File: config.mk
export PLATFORM = sky130hd
export DESIGN_NAME = spsc_queue
export DESIGN_NICKNAME = d
export VERILOG_FILES = /design/src/rtl/spsc_pkg.sv /design/src/rtl/spsc_queue.sv
export SDC_FILE = /design/constraint.sdc
export NUM_CORES = 1
export LEC_CHECK = 0
export ABC_AREA = 1
export BUFFER_PORTS_ARGS = -buffer_cell sky130_fd_sc_hd__buf_2
export CELL_PAD_IN_SITES_DETAIL_PLACEMENT = 1
export CELL_PAD_IN_SITES_GLOBAL_PLACEMENT = 2
export CORE_ASPECT_RATIO = 0.75
export CORE_MARGIN = 2
export CORE_UTILIZATION = 39
export DETAILED_ROUTE_END_ITERATION = 6
export GPL_TIMING_DRIVEN = 0
export PLACE_DENSITY = 0.89
export SYNTH_ARGS = -nofsm -noshare
export SYNTH_HDL_FRONTEND = slang
export SYNTH_SLANG_ARGS = --single-unit
File: constraint.sdc
create_clock -name clock -period 10.9 [get_ports clock]
set_input_delay 0 -clock clock [delete_from_list [all_inputs] [get_ports clock]]
set_output_delay 0 -clock clock [all_outputs]
set_load 0.02 [all_outputs]
File: src/rtl/spsc_pkg.sv
package spsc_pkg;

   localparam int MAX_SLABS_DEFAULT   = 4;
   localparam int MAX_CORNERS_DEFAULT = 32;
   localparam int MIN_CORNERS         = 3;
   localparam int QUEUE_DEPTH         = 2;

   localparam logic [1:0] OP_SPAN   = 2'd0;
   localparam logic [1:0] OP_CORNER = 2'd1;
   localparam logic [1:0] OP_QUERY  = 2'd2;

   localparam logic [1:0] STATUS_OK          = 2'd0;
   localparam logic [1:0] STATUS_ZERO_SPAN   = 2'd1;
   localparam logic [1:0] STATUS_FEW_CORNERS = 2'd2;
   localparam logic [1:0] STATUS_RANGE       = 2'd3;

   localparam logic [1:0] AXIS_X = 2'd0;
   localparam logic [1:0] AXIS_Y = 2'd1;
   localparam logic [1:0] AXIS_Z = 2'd2;

   localparam logic CSR_SLAB_AXIS    = 1'b0;
   localparam logic CSR_SLABS_IN_USE = 1'b1;

   typedef enum logic [1:0] {
      KIND_STATUS = 2'd0,
      KIND_SPAN   = 2'd1,
      KIND_CORNER = 2'd2,
      KIND_QUERY  = 2'd3
   } kind_type;

   // span: v0 min, v1 max; corner: v0 a, v1 b; query: v0 along, v1 a, v2 b
   typedef struct packed {
      kind_type           kind;
      logic [1:0]         status;
      logic [1:0]         slab;
      logic [4:0]         corner;
      logic [5:0]         count;
      logic signed [31:0] v0;
      logic signed [31:0] v1;
      logic signed [31:0] v2;
   } item_type;

endpackage

File: src/rtl/spsc_queue.sv
module spsc_queue (
   input  logic               clock,
   input  logic               reset,
   input  logic               push,
   input  spsc_pkg::item_type push_item,
   output logic               full,
   input  logic               pop,
   output logic               head_valid,
   output spsc_pkg::item_type head_item
);

   localparam int PW = $clog2(spsc_pkg::QUEUE_DEPTH);
   localparam int CW = $clog2(spsc_pkg::QUEUE_DEPTH + 1);

   spsc_pkg::item_type slot_ff [spsc_pkg::QUEUE_DEPTH];
   logic [PW-1:0] wr_ptr_ff, wr_ptr_in;
   logic [PW-1:0] rd_ptr_ff, rd_ptr_in;
   logic [CW-1:0] count_ff, count_in;

   assign full       = int'(count_ff) == spsc_pkg::QUEUE_DEPTH;
   assign head_valid = count_ff != '0;
   assign head_item  = slot_ff[rd_ptr_ff];

   always_comb begin
      wr_ptr_in = wr_ptr_ff;
      rd_ptr_in = rd_ptr_ff;
      count_in  = count_ff;
      if (push) begin
         wr_ptr_in = (int'(wr_ptr_ff) == spsc_pkg::QUEUE_DEPTH - 1) ? '0 : wr_ptr_ff + 1'b1;
      end
      if (pop) begin
         rd_ptr_in = (int'(rd_ptr_ff) == spsc_pkg::QUEUE_DEPTH - 1) ? '0 : rd_ptr_ff + 1'b1;
      end
      if (push && !pop) begin
         count_in = count_ff + 1'b1;
      end else if (pop && !push) begin
         count_in = count_ff - 1'b1;
      end
   end

   always_ff @(posedge clock) begin
      if (reset) begin
         wr_ptr_ff <= '0;
         rd_ptr_ff <= '0;
         count_ff  <= '0;
      end else begin
         wr_ptr_ff <= wr_ptr_in;
         rd_ptr_ff <= rd_ptr_in;
         count_ff  <= count_in;
      end
      if (push) begin
         slot_ff[wr_ptr_ff] <= push_item;
      end
   end

endmodule

# Word level (Yosys, flattened, before mapping)
# Memories as Yosys holds them, arrays and structs flattened. A register that Yosys moved wholly into a read port is not among the register bits.
# Index checks and enable logic that the tools add are counted.
# classes
mux	8
n_addsub	4
eq_ne	1
n_reduce_logical	6
# ops
operator	count
$mux 1	6
$mux 2	2
$reduce_bool 2->1	2
$add 1x1->1 const B	2
$add 2x1->2 const B	1
$eq 2x2->1 const B	1
$logic_and 1x1->1	2
$logic_not 1->1	2
$sub 2x1->2 const B	1
# totals
ramBits	226
reg_bits	4
in_bits	117
memories	1
# mem_list
memory	depth	width	read_ports	rd_ports_with_merged_regs	wr	line	text
slot_ff	2	113	1	1	1	spsc_queue.sv:15	spsc_pkg::item_type slot_ff [spsc_pkg::QUEUE_DEPTH];

# Longest topological paths before layout
# depth
word_depth	4
mapped_depth	8

# Least setup slack after synthesis
# Ideal clock, no wire load.
# synth_timing
kind	flip-flop to flip-flop
startpoint	register wr_ptr_ff
endpoint	memory slot_ff[0][0] in the netlist's numbering, enable pin
path_stages_with_launch	2
setup_slack_ns	5.298
setup_ns	0.589
arrival_ns	5.012
path_cell_list	dfxtp_1 > nor2_1
# synth_lines
item	line	text
from (decl)	spsc_queue.sv:16	logic [PW-1:0] wr_ptr_ff, wr_ptr_in;
from (signal assigned)	spsc_queue.sv:47	wr_ptr_ff <= wr_ptr_in;
to (decl)	spsc_queue.sv:15	
# Straight into the memory's write port.

# Worst setup path after layout
# layout_timing
startpoint	register wr_ptr_ff
endpoint	memory slot_ff[1][77] in the netlist's numbering, enable pin
# Straight into the memory's write port.

==> metrics.txt <==
status completed; core area 21900 sq um; Yosys reg bits 231; DIE AREA 23500 sq um; total power approximately 0.0022 W; R2R depth 3; height of the die 133 um; Synth Instances roughly 390; warnings from Yosys 0; number of enable flip-flop cells after synthesis approximately 230; first-pass GRT wire length about 32000 um; Critical Setup Path Class reg2reg; vias per cell 4.67; RePlAce Congestion 0.746; clk sinks 231; Slew @ Worst Pin around 780 ps; initial antenna violation count 0; ys flop type edfxtp_1; PostCTS Resize Cnt 0; hold buffer count at cts between 100 and 150; wire per inst 19.8 um; Final setup viols 0; LEAKAGE ~4.8 nW; hold depth 2; Syn Nets 503; Root Driver clkbuf_16; Critical R2R Launch wr_ptr_ff; # DRC 0; PD cells 177 nW/um^2; maximum operating frequency about 0.54 GHz; post-synthesis sequential area ratio 79.4%; setup bufs post-CTS 0; post-place instance area 10300 sq um; CP Launch Type register; WL final around 21000 um; Max clock buf depth 3; RSZ-0062 raised after global routing no; syn avg cell area 22.5 sq um; Die X 176 um; Critical Path RT ~11000 ps; crit end category register; unique cell type count in the Yosys netlist 17; diode count 0; CP max-delay cell inv_4; Layout Nets about 900; ANT nets after route 0; fin area 12300 sq um; critical path fanouts, max 60; MaxCap Viol Count 0; worst relative slew slack 48.2%; detailed router's first-iteration violation count 232; Sum Neg Setup Slack 0 ps; port bufs 231; CP cell instances nand2_1 > inv_4 > buf_16; CTS tree done; CTS buffer count 24; peak supply drop around 0.15 mV; dpl hpwl 13100 um; arrival time worst endpoint 2000 ps; largest net degree at the start of global routing a little over 60; r2r setup slk a little over 9000 ps; worst min-delay path class in2reg; final hold viol count 0; Max Slew Vio Count 0; DR vias 5013; fin crit share 16.9%; fin crit period between 1500 and 2000 ps; Area Growth Syn to Fin 41.7%; io pins ~230; htree depth 1; commonest non-fill, non-tap cell in the layout buf_2; Syn Std Cell Area 8670 sq um; 1st-pass router iterations 4; GRT overflow 0; vias in the first global route 5581; FF+latch area 6890 sq um; Worst Skew between 10 and 15 ps; WHS Endpoint slot_ff[1][14]; initial core utilization 39.5%; gr usage total between 10% and 20%; area occupied by multi-input gates 1640 sq um; clock slew at reported path FFs 60 ps; layout cells sized above 1 around 50%; filler cell count 2025; reg2reg end slot_ff[1][77]; Async SR Flop Fraction 0%; most frequent cells in the layout buf_2 (235), edfxtp_1 (226), dlygate4sd3_1 (117); num rows 47; critical path's largest stage delay 550 ps; worst hold start push_item[14]; Clk Latency, worst-skew pair about 500 ps
## kinds of logic after synthesis
group / count (synthesis) / share of synthesized area (%)
flip-flops: 231 / 79.4
multiplexers: 113 / 17.7
buffers and inverters: 22 / 1.83
AND/OR/NAND/NOR: 15 / 0.707
AO/OA/AOI/OAI: 2 / 0.115
XOR/XNOR: 1 / 0.101
adder cells (fa/ha/maj): 1 / 0.144
## flip-flops by register name, indices dropped and copies added (netlist names), named ones only
register / flops
slot_ff: 226
count_ff: 2
rd_ptr_ff: 1
wr_ptr_ff: 1
## area by class of cell
class,count,share of cell area (%)
buffer,13,1.02
clock buffer,34,5.45
clock inverter,8,0.906
inverter,9,0.295
multi-input combinational,132,13.3
sequential,231,56.0
tap,294,2.99
timing repair buffer,353,20.0
## critical path: cells and delay by family, from the launching register on
kind                   cells  cell delay (ps)
flip-flops                 1              400
AND/OR/NAND/NOR            1              120
buffers and inverters      2              910
## metal layers
metal	vias up	share of wire [%]	global-route usage, %
met5	-	0	0
met4	0	1.7	3.44
met3	32	6.8	4.79
met2	212	51	32.6
met1	2503	40	21.3
li1	2266	-	-
## cell usage after synthesis, drive strengths merged (5+ instances only)
master | instances | area (sq um)
buf | 13 | 125
mux2 | 113 | 1540
nor2 | 6 | 22.5
dfxtp | 5 | 100
inv | 9 | 33.8
edfxtp | 226 | 6790
nand2 | 6 | 22.5
## power by group
part	internal (W)	switching, W
Clock	0.000496	0.000324
Sequential	0.00103	0.0000140
Combinational	0.000147	0.000163
## per-stage QoR
stage	hold WS [ps]	cells	setup slack, ps	util, %
after CTS	190	1074	9040	56.0
after detailed placement	193	915	9050	47.1
after floorplan	72.4	385	5300	-
after global routing	196	1074	8920	56.0
after global placement	187	910	3150	46.5
final	214	1074	9060	56.0
## worst max path at each step
stage / from / to / depth (start not counted)
after floorplan: wr_ptr_ff / slot_ff[0][0] / 1
after global placement: wr_ptr_ff / slot_ff[0][59] / 1
after detailed placement: wr_ptr_ff / slot_ff[0][54] / 3
after CTS: register / head_item[26] / 5
after global routing: wr_ptr_ff / slot_ff[1][75] / 3
final: wr_ptr_ff / slot_ff[1][77] / 3
Power figures use the tool's default switching activity.
