### src/rtl/spsc_pkg.sv
package spsc_pkg;

   localparam int MAX_SLABS_DEFAULT   = 4;
   localparam int MAX_CORNERS_DEFAULT = 32;
   localparam int MIN_CORNERS         = 3;
   localparam int QUEUE_DEPTH         = 2;

   localparam logic [1:0] OP_SPAN   = 2'd0;
   localparam logic [1:0] OP_CORNER = 2'd1;
   localparam logic [1:0] OP_QUERY  = 2'd2;

   localparam logic [1:0] STATUS_OK          = 2'd0;
   localparam logic [1:0] STATUS_ZERO_SPAN   = 2'd1;
   localparam logic [1:0] STATUS_FEW_CORNERS = 2'd2;
   localparam logic [1:0] STATUS_RANGE       = 2'd3;

   localparam logic [1:0] AXIS_X = 2'd0;
   localparam logic [1:0] AXIS_Y = 2'd1;
   localparam logic [1:0] AXIS_Z = 2'd2;

   localparam logic CSR_SLAB_AXIS    = 1'b0;
   localparam logic CSR_SLABS_IN_USE = 1'b1;

   typedef enum logic [1:0] {
      KIND_STATUS = 2'd0,
      KIND_SPAN   = 2'd1,
      KIND_CORNER = 2'd2,
      KIND_QUERY  = 2'd3
   } kind_type;

   // span: v0 min, v1 max; corner: v0 a, v1 b; query: v0 along, v1 a, v2 b
   typedef struct packed {
      kind_type           kind;
      logic [1:0]         status;
      logic [1:0]         slab;
      logic [4:0]         corner;
      logic [5:0]         count;
      logic signed [31:0] v0;
      logic signed [31:0] v1;
      logic signed [31:0] v2;
   } item_type;

endpackage

### src/rtl/spsc_front.sv
module spsc_front #(
   parameter int MAX_SLABS   = spsc_pkg::MAX_SLABS_DEFAULT,
   parameter int MAX_CORNERS = spsc_pkg::MAX_CORNERS_DEFAULT
) (
   input  logic [1:0]         axis,
   input  logic [1:0]         opcode,
   input  logic [1:0]         slab_index,
   input  logic [4:0]         corner_index,
   input  logic [5:0]         corner_count,
   input  logic signed [31:0] span_low,
   input  logic signed [31:0] span_high,
   input  logic signed [31:0] corner_a,
   input  logic signed [31:0] corner_b,
   input  logic signed [31:0] point_x,
   input  logic signed [31:0] point_y,
   input  logic signed [31:0] point_z,
   output spsc_pkg::item_type item
);

   logic slab_bad;
   logic low_first;

   assign slab_bad  = int'(slab_index) >= MAX_SLABS;
   assign low_first = span_low < span_high;

   always_comb begin
      item        = '0;
      item.kind   = spsc_pkg::KIND_STATUS;
      item.status = spsc_pkg::STATUS_OK;
      item.slab   = slab_index;
      item.corner = corner_index;
      item.count  = corner_count;
      unique case (opcode)
         spsc_pkg::OP_SPAN: begin
            item.v0 = low_first ? span_low : span_high;
            item.v1 = low_first ? span_high : span_low;
            if (slab_bad || int'(corner_count) > MAX_CORNERS) begin
               item.status = spsc_pkg::STATUS_RANGE;
            end else if (span_low == span_high) begin
               item.status = spsc_pkg::STATUS_ZERO_SPAN;
            end else if (int'(corner_count) < spsc_pkg::MIN_CORNERS) begin
               item.status = spsc_pkg::STATUS_FEW_CORNERS;
            end else begin
               item.kind = spsc_pkg::KIND_SPAN;
            end
         end
         spsc_pkg::OP_CORNER: begin
            item.v0 = corner_a;
            item.v1 = corner_b;
            if (slab_bad || int'(corner_index) >= MAX_CORNERS) begin
               item.status = spsc_pkg::STATUS_RANGE;
            end else begin
               item.kind = spsc_pkg::KIND_CORNER;
            end
         end
         spsc_pkg::OP_QUERY: begin
            item.kind = spsc_pkg::KIND_QUERY;
            // transverse coordinates follow the stacking axis cyclically
            case (axis)
               spsc_pkg::AXIS_Y: begin
                  item.v0 = point_y;
                  item.v1 = point_z;
                  item.v2 = point_x;
               end
               spsc_pkg::AXIS_Z: begin
                  item.v0 = point_z;
                  item.v1 = point_x;
                  item.v2 = point_y;
               end
               default: begin
                  item.v0 = point_x;
                  item.v1 = point_y;
                  item.v2 = point_z;
               end
            endcase
         end
         default: begin
            item.status = spsc_pkg::STATUS_RANGE;
         end
      endcase
   end

endmodule

### config.mk
export PLATFORM = sky130hd
export DESIGN_NAME = spsc_front
export DESIGN_NICKNAME = d
export VERILOG_FILES = /design/src/rtl/spsc_pkg.sv /design/src/rtl/spsc_front.sv
export SDC_FILE = /design/constraint.sdc
export NUM_CORES = 1
export LEC_CHECK = 0
export ABC_AREA = 0
export BUFFER_PORTS_ARGS = -buffer_cell sky130_fd_sc_hd__buf_2
export CAP_MARGIN = 0
export CELL_PAD_IN_SITES_DETAIL_PLACEMENT = 2
export CELL_PAD_IN_SITES_GLOBAL_PLACEMENT = 2
export CORE_MARGIN = 2
export CORE_UTILIZATION = 20
export DETAILED_ROUTE_END_ITERATION = 12
export PLACE_DENSITY_LB_ADDON = 0.05
export SETUP_SLACK_MARGIN = 0.05
export SYNTH_ARGS = -nofsm -noshare
export SYNTH_HDL_FRONTEND = slang
export SYNTH_SLANG_ARGS = --single-unit
### constraint.sdc
create_clock -name vclk -period 3.9
set_clock_uncertainty 0.15 [all_clocks]
set_input_delay 0.78 -clock vclk [all_inputs]
set_output_delay 0.78 -clock vclk [all_outputs]
set_load 0.01 [all_outputs]
After elaboration in Yosys (flattened, before gate mapping)
Cells that the tools add are included.

storage, ports and cells
  flip-flop bits (word level) = 0
  output and inout bits = 113
  logic and storage cells = 23

operators by class
  magnitude comparators = 3
  mux-type cells = 13
  reduce and logical (&&, ||, !) cells = 2
  equal/unequal tests = 5

operators with widths
  operator                                               number
  case mux 64 bit (3 select lines)                       1
  case mux 96 bit (2 select lines)                       1
  2-to-1 mux 32 bit                                      3
  equality test 32 bit                                   1
  < comparator 32 bit                                    1
  2-to-1 mux 2 bit                                       4
  greater-than comparator 6 bit (second input constant)  1
  < comparator 6 x 2 -> 1 bit (second input constant)    1
  case mux 2 bit (3 select lines)                        1
  equality test 2 x 1 -> 1 bit (second input constant)   2
  equality test 2 bit (second input constant)            2
  case mux 2 bit (2 select lines)                        1
  zero test 2 bit                                        1
  2-to-1 mux 1 bit                                       2
  OR reduction 2 bit                                     1

Longest topological paths before layout
Gate-level depths: netlist of run 1.

  depth after elaboration = 5
  depth in mapped cells = 11
  depth with buffers taken out = 9

Least setup slack after synthesis of run 1
OpenSTA, ideal clock, no wires.

  kind = input -> output
  from = in span_high[27]
  to = out item[55] (netlist bit)
  stages = 10
  required time = 2.970 ns
  data arrival time = 2.877 ns
  setup slack = 0.093 ns
  path through = inv_1 ha_1 a21oi_1 o21ai_0 a211oi_2 o22ai_1 a211oi_4 buf_4 mux2_2 o21ai_1

RTL lines
  what             line              text
  start, declared  spsc_front.sv:11  input logic signed [31:0] span_high,
  end, declared    spsc_front.sv:17  output spsc_pkg::item_type item

==> key figures, run 1 <==
Run status
  – Status: finished, violations left
  – Violations in the final reports: setup timing

Worst hold path
  – Min-Delay Path Class: in -> out

Place
  – Final HPWL from detailed placement: 26.55 mm
  – Final estimated routing congestion in global placement: around 0.85
  – Port Buffer Count: 340

Routing
  – DRT iter0 DRCs: 430
  – Number of antenna-violating nets in the routed design: 0
  – Via count normalized by instance count: 5.228
  – Routed len/inst: 22.80 um
  – Count of vias placed by the detailed router: 7,941
  – Residual DRC: 0
  – Number of detailed-routing iterations run before antenna repair: 5
  – Routed wire length: 34.63 mm

GRT
  – Number of antenna violations at the first check in global routing: 7
  – Global-route usage over all layers: 24.01%
  – Largest net degree at the start of global routing: 68
  – First-pass GRT wire length: 49.30 mm
  – Number of global-route vias before repair: 7,934
  – Residual overflow from global routing: 0

Finish
  – Number of fill cells in the layout: ~3,000
  – Flip-flop and latch area: 0 um^2
  – Final #Nets: 1,464
  – Area growth from synthesis to layout: 77.52%
  – Multi-input gate area in the final layout: around 0.0052 mm^2
  – Fraction of final layout cells sized beyond drive strength 1: 49.11%
  – End-of-flow core utilization: between 30% and 40%
  – Num sequential: 0
  – Number of clock buffers in the layout: 0

Clock tree
  – Number of hold buffers added after CTS: 0

Power and ir drop
  – Power per cell area: 165.4 mW/mm^2
  – Maximum ir drop on the vdd rail: 0.0001233 V
  – Power share of the combinational group: 100.0%
  – Clock group share of total power: 0%
  – Switching part of the total power: 52.73%
  – Sw power: 779.0 uW
  – Sequential cell fraction of total power: 0%
  – Cell internal power dissipation: roughly 700 uW
  – Leak Pwr: between 4 and 5 nW

Die
  – # IOs: 354
  – Core footprint: roughly 0.025 mm^2
  – Row cnt: 58
  – Initial Util: 20.15%
  – Floorplan die width: 162.6 um
  – Height of the die: 162.6 um
  – Full die area: 0.02644 mm^2

STA
  – Share of the clock period used by the worst path: 104.7%
  – Least setup slack across all paths after layout: -0.1840 ns
  – Peak Freq: 0.2449 GHz
  – Number of slew-limit violations in the final report: 0
  – Clock period minus final worst setup slack: 4.084 ns
  – RSZ-0062 raised after global routing: true
  – Final hold vios: 0
  – Measured slew at the worst slew-check pin: slightly above 0.6 ns
  – Sum Neg Setup Slack: -6.631 ns
  – Final count of negative-setup-slack endpoints: 62
  – Worst max-slew margin expressed relative to the limit: between 50% and 60%

Flow run
  – Maxcap violations: 0

Yosys
  – Top-area cell type share of the netlist area: 23.87%
  – Average cell area after synthesis: 6.069 um^2
  – Syn Nets: 1,108
  – Cell count after synthesis: 829
  – Dominant cell type by area after synthesis: a22oi_1
  – Area contributors post-synth: a22oi_1 24%, o21ai_0 13%, nand2_1 11%, ha_1 9.5%, clkbuf_1 5.3%
  – Post-synthesis cell area: 0.005031 mm^2
  – Distinct cells, synth: 38
  – Share of synthesized area occupied by flip-flops and latches: 0%
  – Synth warn: 0

Worst setup path
  – Required time at the worst-slack endpoint: 2.97 ns
  – Worst-path maximum fanout: 6
  – Category of the critical setup timing path: in -> out
  – Worst Path Arrival: roughly 3.2 ns
  – Worst setup SP type: input pin
  – Nature of the critical path endpoint: primary output
==> power by group through the flow <==
stage	logic [mW]	registers, mW	clock network (mW)
3_3_place_gp	1.09	0	0
6_report	1.48	0	0.000000206
3_5_place_dp	1.11	0	0
2_1_floorplan	0.558	0	0
4_1_cts	1.38	0	0
5_1_grt	1.59	0	0.000000172
==> layer usage <==
layer,global-route usage (%),routed length [um]
met5,0,8
met4,3.138,518
met3,1.604,1391
met1,35.30,16440
met2,39.28,16280
==> cells by family after synthesis <==
| logic type | Yosys count | synth area share, % |
|---|---|---|
| multiplexers | 37 | 7.933 |
| AND/OR/NAND/NOR | 260 | 24.45 |
| adder cells (fa/ha/maj) | 38 | 9.450 |
| AO/OA/AOI/OAI | 352 | 46.03 |
| buffers and inverters | 142 | 12.14 |
==> per-stage QoR <==
step	power [mW]	std cells	hold WS [ns]	area (um^2)	setup WS, ns
floorplan	0.5581	829	1.502	5031	0.09325
global placement	1.088	1487	1.410	7584	-0.3521
detailed placement	1.106	1487	1.410	7584	-0.3650
CTS	1.379	1509	1.410	8476	-0.2164
global route	1.587	1518	1.410	8929	-0.3098
finish	1.477	1519	1.410	8931	-0.1840
==> synth_stat cells <==
library cell  count
a22oi_1         160
nand2_1         143
o21ai_0         133
clkbuf_1         71
ha_1             38
inv_1            38
nand3_1          34
and2_1           32
o221ai_1         27
nand3b_1         23
buf_4            20
mux2_1           18
a21oi_1          15
mux2i_1          14
nor2_1           14
buf_1            11
mux2_2            5
and4_1            3
nand4_1           3
nor2b_1           3
o21ai_1           3
o22ai_1           3
a211oi_1          2
buf_2             2
a211oi_2          1
a211oi_4          1
a21boi_1          1
a21o_1            1
a221oi_1          1
a31oi_1           1
nand2b_1          1
nor3_1            1
nor4_1            1
o211ai_1          1
o31ai_1           1
o41a_1            1
or3_1             1
or4b_2            1
==> cell type report <==
cell class	instances	area share, %
inverter	38	1.653
multi-input combinational	687	58.08
antenna	6	0.1681
timing repair buffer	458	35.47
tap	330	4.623
==> cells in the final DEF, fill, tap and decap left out, types with 13 or more instances in the layout <==
master / instances
o21ai_1: 18
nand3b_1: 23
o21ai_0: 105
a22oi_1: 160
and2_1: 32
nand3_2: 14
nand3_1: 17
nor2_1: 14
ha_1: 14
mux2_4: 21
buf_2: 316
buf_4: 86
buf_6: 24
inv_1: 30
ha_4: 21
nand2_1: 142
o21ai_2: 13
buf_12: 17
==> worst paths after layout <==
check / start / cells past startpoint / slack, ns / end
min: corner_index[1] / 0 / 1.41 / item[103]
max: span_high[29] / 14 / -0.18 / item[35]
==> critical path, cell delays in order <==
cell	delay (ns)
buf_2	0.11
inv_1	0.09
ha_4	0.21
and4_4	0.18
buf_6	0.12
a211oi_4	0.30
o22ai_2	0.13
a211oi_4	0.27
buf_6	0.21
buf_8	0.14
buf_16	0.13
mux2i_2	0.24
o21ai_1	0.09
buf_2	0.15
==> timing repair <==
action	in CTS	in global routing
endpoints found under the setup margin	62	64
setup buffers	13	6
resized for setup	134	88
pin swaps	12	17
endpoints found under the hold margin	0	0
cloned	9	3
Power figures use the tool's default switching activity.
==> run 2: changes to the inputs <==
--- a/config.mk
+++ b/config.mk
@@ -13,7 +13,7 @@
 export CORE_MARGIN = 2
 export CORE_UTILIZATION = 20
 export DETAILED_ROUTE_END_ITERATION = 12
-export PLACE_DENSITY_LB_ADDON = 0.05
+export PLACE_DENSITY = 0.83
 export SETUP_SLACK_MARGIN = 0.05
 export SYNTH_ARGS = -nofsm -noshare
 export SYNTH_HDL_FRONTEND = slang
==> constraint.sdc (replaced) <==
create_clock -name vclk -period 4.25
set_clock_uncertainty 0.15 [all_clocks]
set_input_delay 0.85 -clock vclk [all_inputs]
set_output_delay 0.85 -clock vclk [all_outputs]
set_load 0.01 [all_outputs]
==> run 2 against run 1 <==
The run still ends with setup timing left. Global-route usage is 0.062 points higher. Utilization is 3.2 points lower. Sequential share of layout area stayed put. Largest power group unchanged. Die area stayed put.
==> key figures, run 2 (synthesis results as in run 1) <==
Run status
  – Status: finished, violations left
  – Violations in the final reports: setup timing

GRT
  – Residual overflow from global routing: 0
  – Global-route usage over all layers: 24.07%
  – First-pass GRT wire length: 49.38 mm
  – Largest net degree at the start of global routing: 54
  – Number of antenna violations at the first check in global routing: 7
  – Number of global-route vias before repair: around 8,000

Power and ir drop
  – Maximum ir drop on the vdd rail: ~0.000086 V
  – Leak Pwr: approximately 3.8 nW
  – Sequential cell fraction of total power: 0%
  – Power per cell area: 147.6 mW/mm^2
  – Total power: 1.201 mW
  – Clock group share of total power: 0%
  – Power share of the combinational group: 100.0%
  – Switching part of the total power: 56.39%
  – Cell internal power dissipation: 524.0 uW
  – Sw power: 677.5 uW

Finish
  – Commonest cells after routing, fill and taps aside: 329 x buf_2, 160 x a22oi_1, 142 x nand2_1
  – Num sequential: 0
  – Number of clock buffers in the layout: 0
  – Fraction of final layout cells sized beyond drive strength 1: 45.14%
  – Final #Nets: 1,422
  – Most frequent standard cell in the layout excluding fill and tap cells: buf_2
  – Flip-flop and latch area: 0 um^2
  – Area growth from synthesis to layout: 61.75%
  – End-of-flow core utilization: between 30% and 40%

Die
  – # IOs: 354
  – Row cnt: 58
  – Full die area: 0.02644 mm^2
  – Core footprint: ~0.025 mm^2
  – Floorplan die width: 162.6 um
  – Initial Util: between 20% and 30%
  – Height of the die: 162.6 um

Clock tree
  – Number of hold buffers added after CTS: 0

Place
  – Final estimated routing congestion in global placement: 0.9005
  – Post-placement worst setup slack: -0.1471 ns
  – Port Buffer Count: 340
  – Final HPWL from detailed placement: 26.85 mm

STA
  – Sum Neg Setup Slack: -1.270 ns
  – RSZ-0062 raised after global routing: true
  – Worst hold-check slack: 1.550 ns
  – Share of the clock period used by the worst path: 102.0%
  – Peak Freq: 0.2307 GHz
  – Number of slew-limit violations in the final report: 0
  – Worst max-slew margin expressed relative to the limit: 58.82%
  – Least setup slack across all paths after layout: -0.08391 ns
  – Measured slew at the worst slew-check pin: 0.6112 ns
  – Final hold vios: 0
  – Final count of negative-setup-slack endpoints: between 40 and 50
  – Clock period minus final worst setup slack: 4.334 ns

Routing
  – Via count normalized by instance count: 5.449
  – DRT iter0 DRCs: roughly 500
  – Routed len/inst: roughly 24 um
  – Count of vias placed by the detailed router: 8,054
  – Number of detailed-routing iterations run before antenna repair: 5
  – Routed wire length: 35.10 mm
  – Number of antenna-violating nets in the routed design: 0
  – Residual DRC: 0

Worst setup path
  – Most repeated library cell on the critical path: inv_1
  – Critical-path cell with the highest stage delay: a221oi_2
  – Cell breakdown of the critical path: buf_4 > inv_1 > ha_4 > nand4_1 > inv_1 > a221oi_2 > o22ai_2 > a211oi_4 > buf_6 > buf_12 > buf_8 > mux2i_1 > o21ai_1 > buf_2
  – Worst Path Arrival: 3.33 ns
  – Nature of the critical path endpoint: primary output
  – Worst setup SP type: input pin
  – Critical Path Source: span_high[20]
  – Delay of the slowest critical-path stage: 0.38 ns
  – Required time at the worst-slack endpoint: 3.25 ns
  – Category of the critical setup timing path: in -> out
  – Worst-path maximum fanout: 7

Worst hold path
  – Worst min-delay path endpoint: item[107]
  – Cell depth of the worst hold path: 0
  – Min-Delay Path Class: in -> out
  – Critical hold path startpoint: slab_index[0]

Flow run
  – Maxcap violations: 0
-- run 2: cell count changes in the layout (fill, tap and decap cells not counted), moves of 7 or more --
cell | before | now
buf_4 | 86 | 56
buf_2 | 316 | 329
buf_6 | 24 | 11
nand3_1 | 17 | 29
nand3_2 | 14 | 3
o221ai_1 | 12 | 21
o21ai_2 | 13 | 20
o221ai_2 | 12 | 5
-- run 2: through the flow --
stage | cell area, um^2 | std cells
finish | 8138 | 1478
floorplan | 5031 | 829
global placement | 7301 | 1456
detailed placement | 7301 | 1456
global route | 8135 | 1477
CTS | 7841 | 1468
-- run 2: worst max-delay path: cells and delay by family --
family          cells  cell delay [ns]
compound gates      4             0.92
fa+ha+maj           1             0.20
buf+inv             7             0.97
mux                 1             0.21
simple gates        1             0.17
-- run 2: how the worst max path moves through the flow --
stage | slack, ns | to | cells after the start
finish | -0.08 | item[47] | 14
global route | -0.18 | item[75] | 14
CTS | -0.01 | item[46] | 14
detailed placement | -0.15 | item[39] | 12
global placement | -0.1 | item[39] | 11
floorplan | 0.30 | item[55] | 10
-- run 2: repair_timing --
item,in CTS,in global routing
endpoints found under the hold margin,0,0
setup endpoints to repair,46,62
pin swaps,8,8
buffers inserted,8,5
gates resized for setup,96,74
gates cloned,4,0
-- run 2: layout make-up --
| type | instances | area [um^2] |
|---|---|---|
| fillers | 3091 | 16830 |
| multi-input cells | 687 | 4979 |
| repair buffers | 416 | 2576 |
| well taps | 330 | 412.9 |
| inverters | 38 | 152.6 |
| diodes | 7 | 17.52 |
-- run 2: power groups by stage --
stage               Sequential (mW)    Clock, mW  Combinational (mW)
global placement                  0            0               0.962
finish                            0  0.000000221                1.20
detailed placement                0            0               0.997
CTS                               0            0                1.13
global route                      0  0.000000189                1.29
floorplan                         0            0               0.512
-- run 2: per-layer routing --
metal / GRT usage, % / up-vias / wire length, um
li1: - / 3714 / -
met2: 39.59 / 328 / 16450
met4: 6.074 / 2 / 900
met1: 32.91 / 3949 / 15700
met3: 3.591 / 61 / 2042
met5: 0 / - / 10
==> run 3: changes to the inputs <==
==> constraint.sdc (replaced) <==
create_clock -name vclk -period 4.7
set_clock_uncertainty 0.15 [all_clocks]
set_input_delay 0.94 -clock vclk [all_inputs]
set_output_delay 0.94 -clock vclk [all_outputs]
set_load 0.005 [all_outputs]
==> run 3 against run 2 <==
The run now ends clean. Total power fell by 27%. Critical path type unchanged. Combinational power fell by 27%. Via count is 5.1% lower. Global-route usage decreased by 1.9 points. Worst setup slack gained 0.25 ns. Cell count is 3.2% lower.
==> key figures, run 3 (synthesis results as in run 1) <==
STA
  – Measured slew at the worst slew-check pin: 0.7224 ns
  – Peak Freq: between 0.2 and 0.25 GHz
  – Clock period minus final worst setup slack: 4.530 ns
  – Worst max-slew margin expressed relative to the limit: around 52%
  – Share of the clock period used by the worst path: 96.39%
  – Number of slew-limit violations in the final report: 0
  – Least setup slack across all paths after layout: 0.1699 ns
  – Final hold vios: 0
  – RSZ-0062 raised after global routing: false
  – Final count of negative-setup-slack endpoints: 0
  – Sum Neg Setup Slack: 0 ns

GRT
  – Number of global-route vias before repair: 7,696
  – Residual overflow from global routing: 0
  – Largest net degree at the start of global routing: between 60 and 70
  – Number of antenna violations at the first check in global routing: 5
  – First-pass GRT wire length: about 46 mm
  – Global-route usage over all layers: 22.21%

Worst setup path
  – Critical Path Source: span_high[6]
  – Kind of cell adding the most delay to the critical path: compound AO/OA/AOI/OAI gates
  – Delay of the slowest critical-path stage: 0.52 ns
  – Most repeated library cell on the critical path: buf_2
  – Number of buffers and inverters on the critical path: 5
  – Worst-path maximum fanout: 11
  – Required time at the worst-slack endpoint: ~3.6 ns
  – Nature of the critical path endpoint: primary output
  – Category of the critical setup timing path: in -> out
  – Cell breakdown of the critical path: buf_2 > inv_1 > ha_4 > a21oi_2 > a21o_1 > a211oi_1 > o41a_1 > a211oi_4 > buf_4 > buf_12 > mux2_1 > o21ai_0 > buf_2
  – Number of gates on the worst path with buffers counted: 13
  – Critical-path cell with the highest stage delay: o41a_1
  – Worst Path Arrival: around 3.4 ns
  – Endpoint of the worst setup timing path: item[39]
  – Worst setup SP type: input pin

Finish
  – Most frequent standard cell in the layout excluding fill and tap cells: buf_2
  – Fraction of final layout cells sized beyond drive strength 1: 35.53%
  – Final #Nets: 1,376
  – Number of clock buffers in the layout: 0
  – Flip-flop and latch area: 0 um^2
  – Commonest cells after routing, fill and taps aside: 340 x buf_2, 160 x a22oi_1, 143 x nand2_1
  – Area growth from synthesis to layout: 42.20%
  – Number of fill cells in the layout: 3,167
  – Num sequential: 0

Run status
  – Status: finished, final reports clean

Worst hold path
  – Min-Delay Path Class: in -> out

Routing
  – Count of vias placed by the detailed router: 7,646
  – Via count normalized by instance count: 5.347
  – Residual DRC: 0
  – Number of antenna-violating nets in the routed design: 0
  – Number of detailed-routing iterations run before antenna repair: 5
  – Routed len/inst: 22.45 um
  – Routed wire length: 32.10 mm
  – DRT iter0 DRCs: between 400 and 500

Power and ir drop
  – Sw power: slightly above 500 uW
  – Cell internal power dissipation: 366.2 uW
  – Switching part of the total power: 58.17%
  – Sequential cell fraction of total power: 0%
  – Maximum ir drop on the vdd rail: about 0.00009 V
  – Power per cell area: about 120 mW/mm^2
  – Power share of the combinational group: 100.0%
  – Clock group share of total power: 0%
  – Total power: 875.4 uW
  – Leak Pwr: 3.300 nW

Die
  – Initial Util: 20.15%
  – Floorplan die width: 162.6 um
  – # IOs: 354
  – Row cnt: 58
  – Height of the die: 162.6 um
  – Core footprint: 0.02496 mm^2
  – Full die area: 0.02644 mm^2

Place
  – Final estimated routing congestion in global placement: between 0.8 and 0.9
  – Post-placement worst setup slack: 0.03784 ns
  – Final HPWL from detailed placement: 26.13 mm
  – Port Buffer Count: 340

Clock tree
  – Number of hold buffers added after CTS: 0

Flow run
  – Maxcap violations: 0
## run 3: cell count changes in the layout (fill, tap and decap cells not counted), sizes merged
cell    before  now
diode        7    5
buf        416  367
clkbuf       0    3
## run 3: layout make-up
type	count	area [um^2]	share of cell area, %
Antenna cell	5	12.51	0.1749
Tap cell	330	412.9	5.771
Timing Repair Buffer	370	2092	29.24
Inverter	38	142.6	1.994
Multi-Input combinational cell	687	4494	62.82
## run 3: how the worst min path moves through the flow
| stage | cells past startpoint | end | startpoint |
|---|---|---|---|
| after floorplan | 1 | item[111] | opcode[0] |
| after global placement | 0 | item[102] | corner_index[0] |
| after detailed placement | 0 | item[102] | corner_index[0] |
| after CTS | 0 | item[102] | corner_index[0] |
| after global routing | 0 | item[105] | corner_index[3] |
| final | 0 | item[102] | corner_index[0] |
## run 3: power groups by stage
| stage | registers, mW | logic, mW | clock network [mW] |
|---|---|---|---|
| 2_1_floorplan | 0 | 0.429 | 0 |
| 3_3_place_gp | 0 | 0.791 | 0 |
| 3_5_place_dp | 0 | 0.822 | 0 |
| 4_1_cts | 0 | 0.825 | 0 |
| 5_1_grt | 0 | 0.962 | 0.000000142 |
| 6_report | 0 | 0.875 | 0.000000143 |
## run 3: repair_timing
| item | in CTS | in global routing |
|---|---|---|
| hold endpoints to repair | 0 | 0 |
| pin swaps | 0 | 4 |
| setup endpoints to repair | 7 | 30 |
| gates resized for setup | 1 | 7 |
| buffers inserted | 0 | 4 |
| cloned | 0 | 3 |
## run 3: per-stage QoR
step | utilization (%) | hold WS (ns) | std cells | cell area (um^2)
after global placement | 28.00 | 1.730 | 1418 | 6990
after floorplan | - | 1.800 | 829 | 5031
final | 28.66 | 1.730 | 1430 | 7154
after detailed placement | 28.00 | 1.730 | 1418 | 6990
after CTS | 28.02 | 1.730 | 1418 | 6994
after global routing | 28.66 | 1.730 | 1430 | 7154
## run 3: metal layers
metal	part of all wire [%]	routed length [um]	GRT usage, %
met1	46	14850	31.07
met2	47	15170	37.21
met3	5.7	1830	3.107
met4	0.79	254	2.695
met5	0	0	0
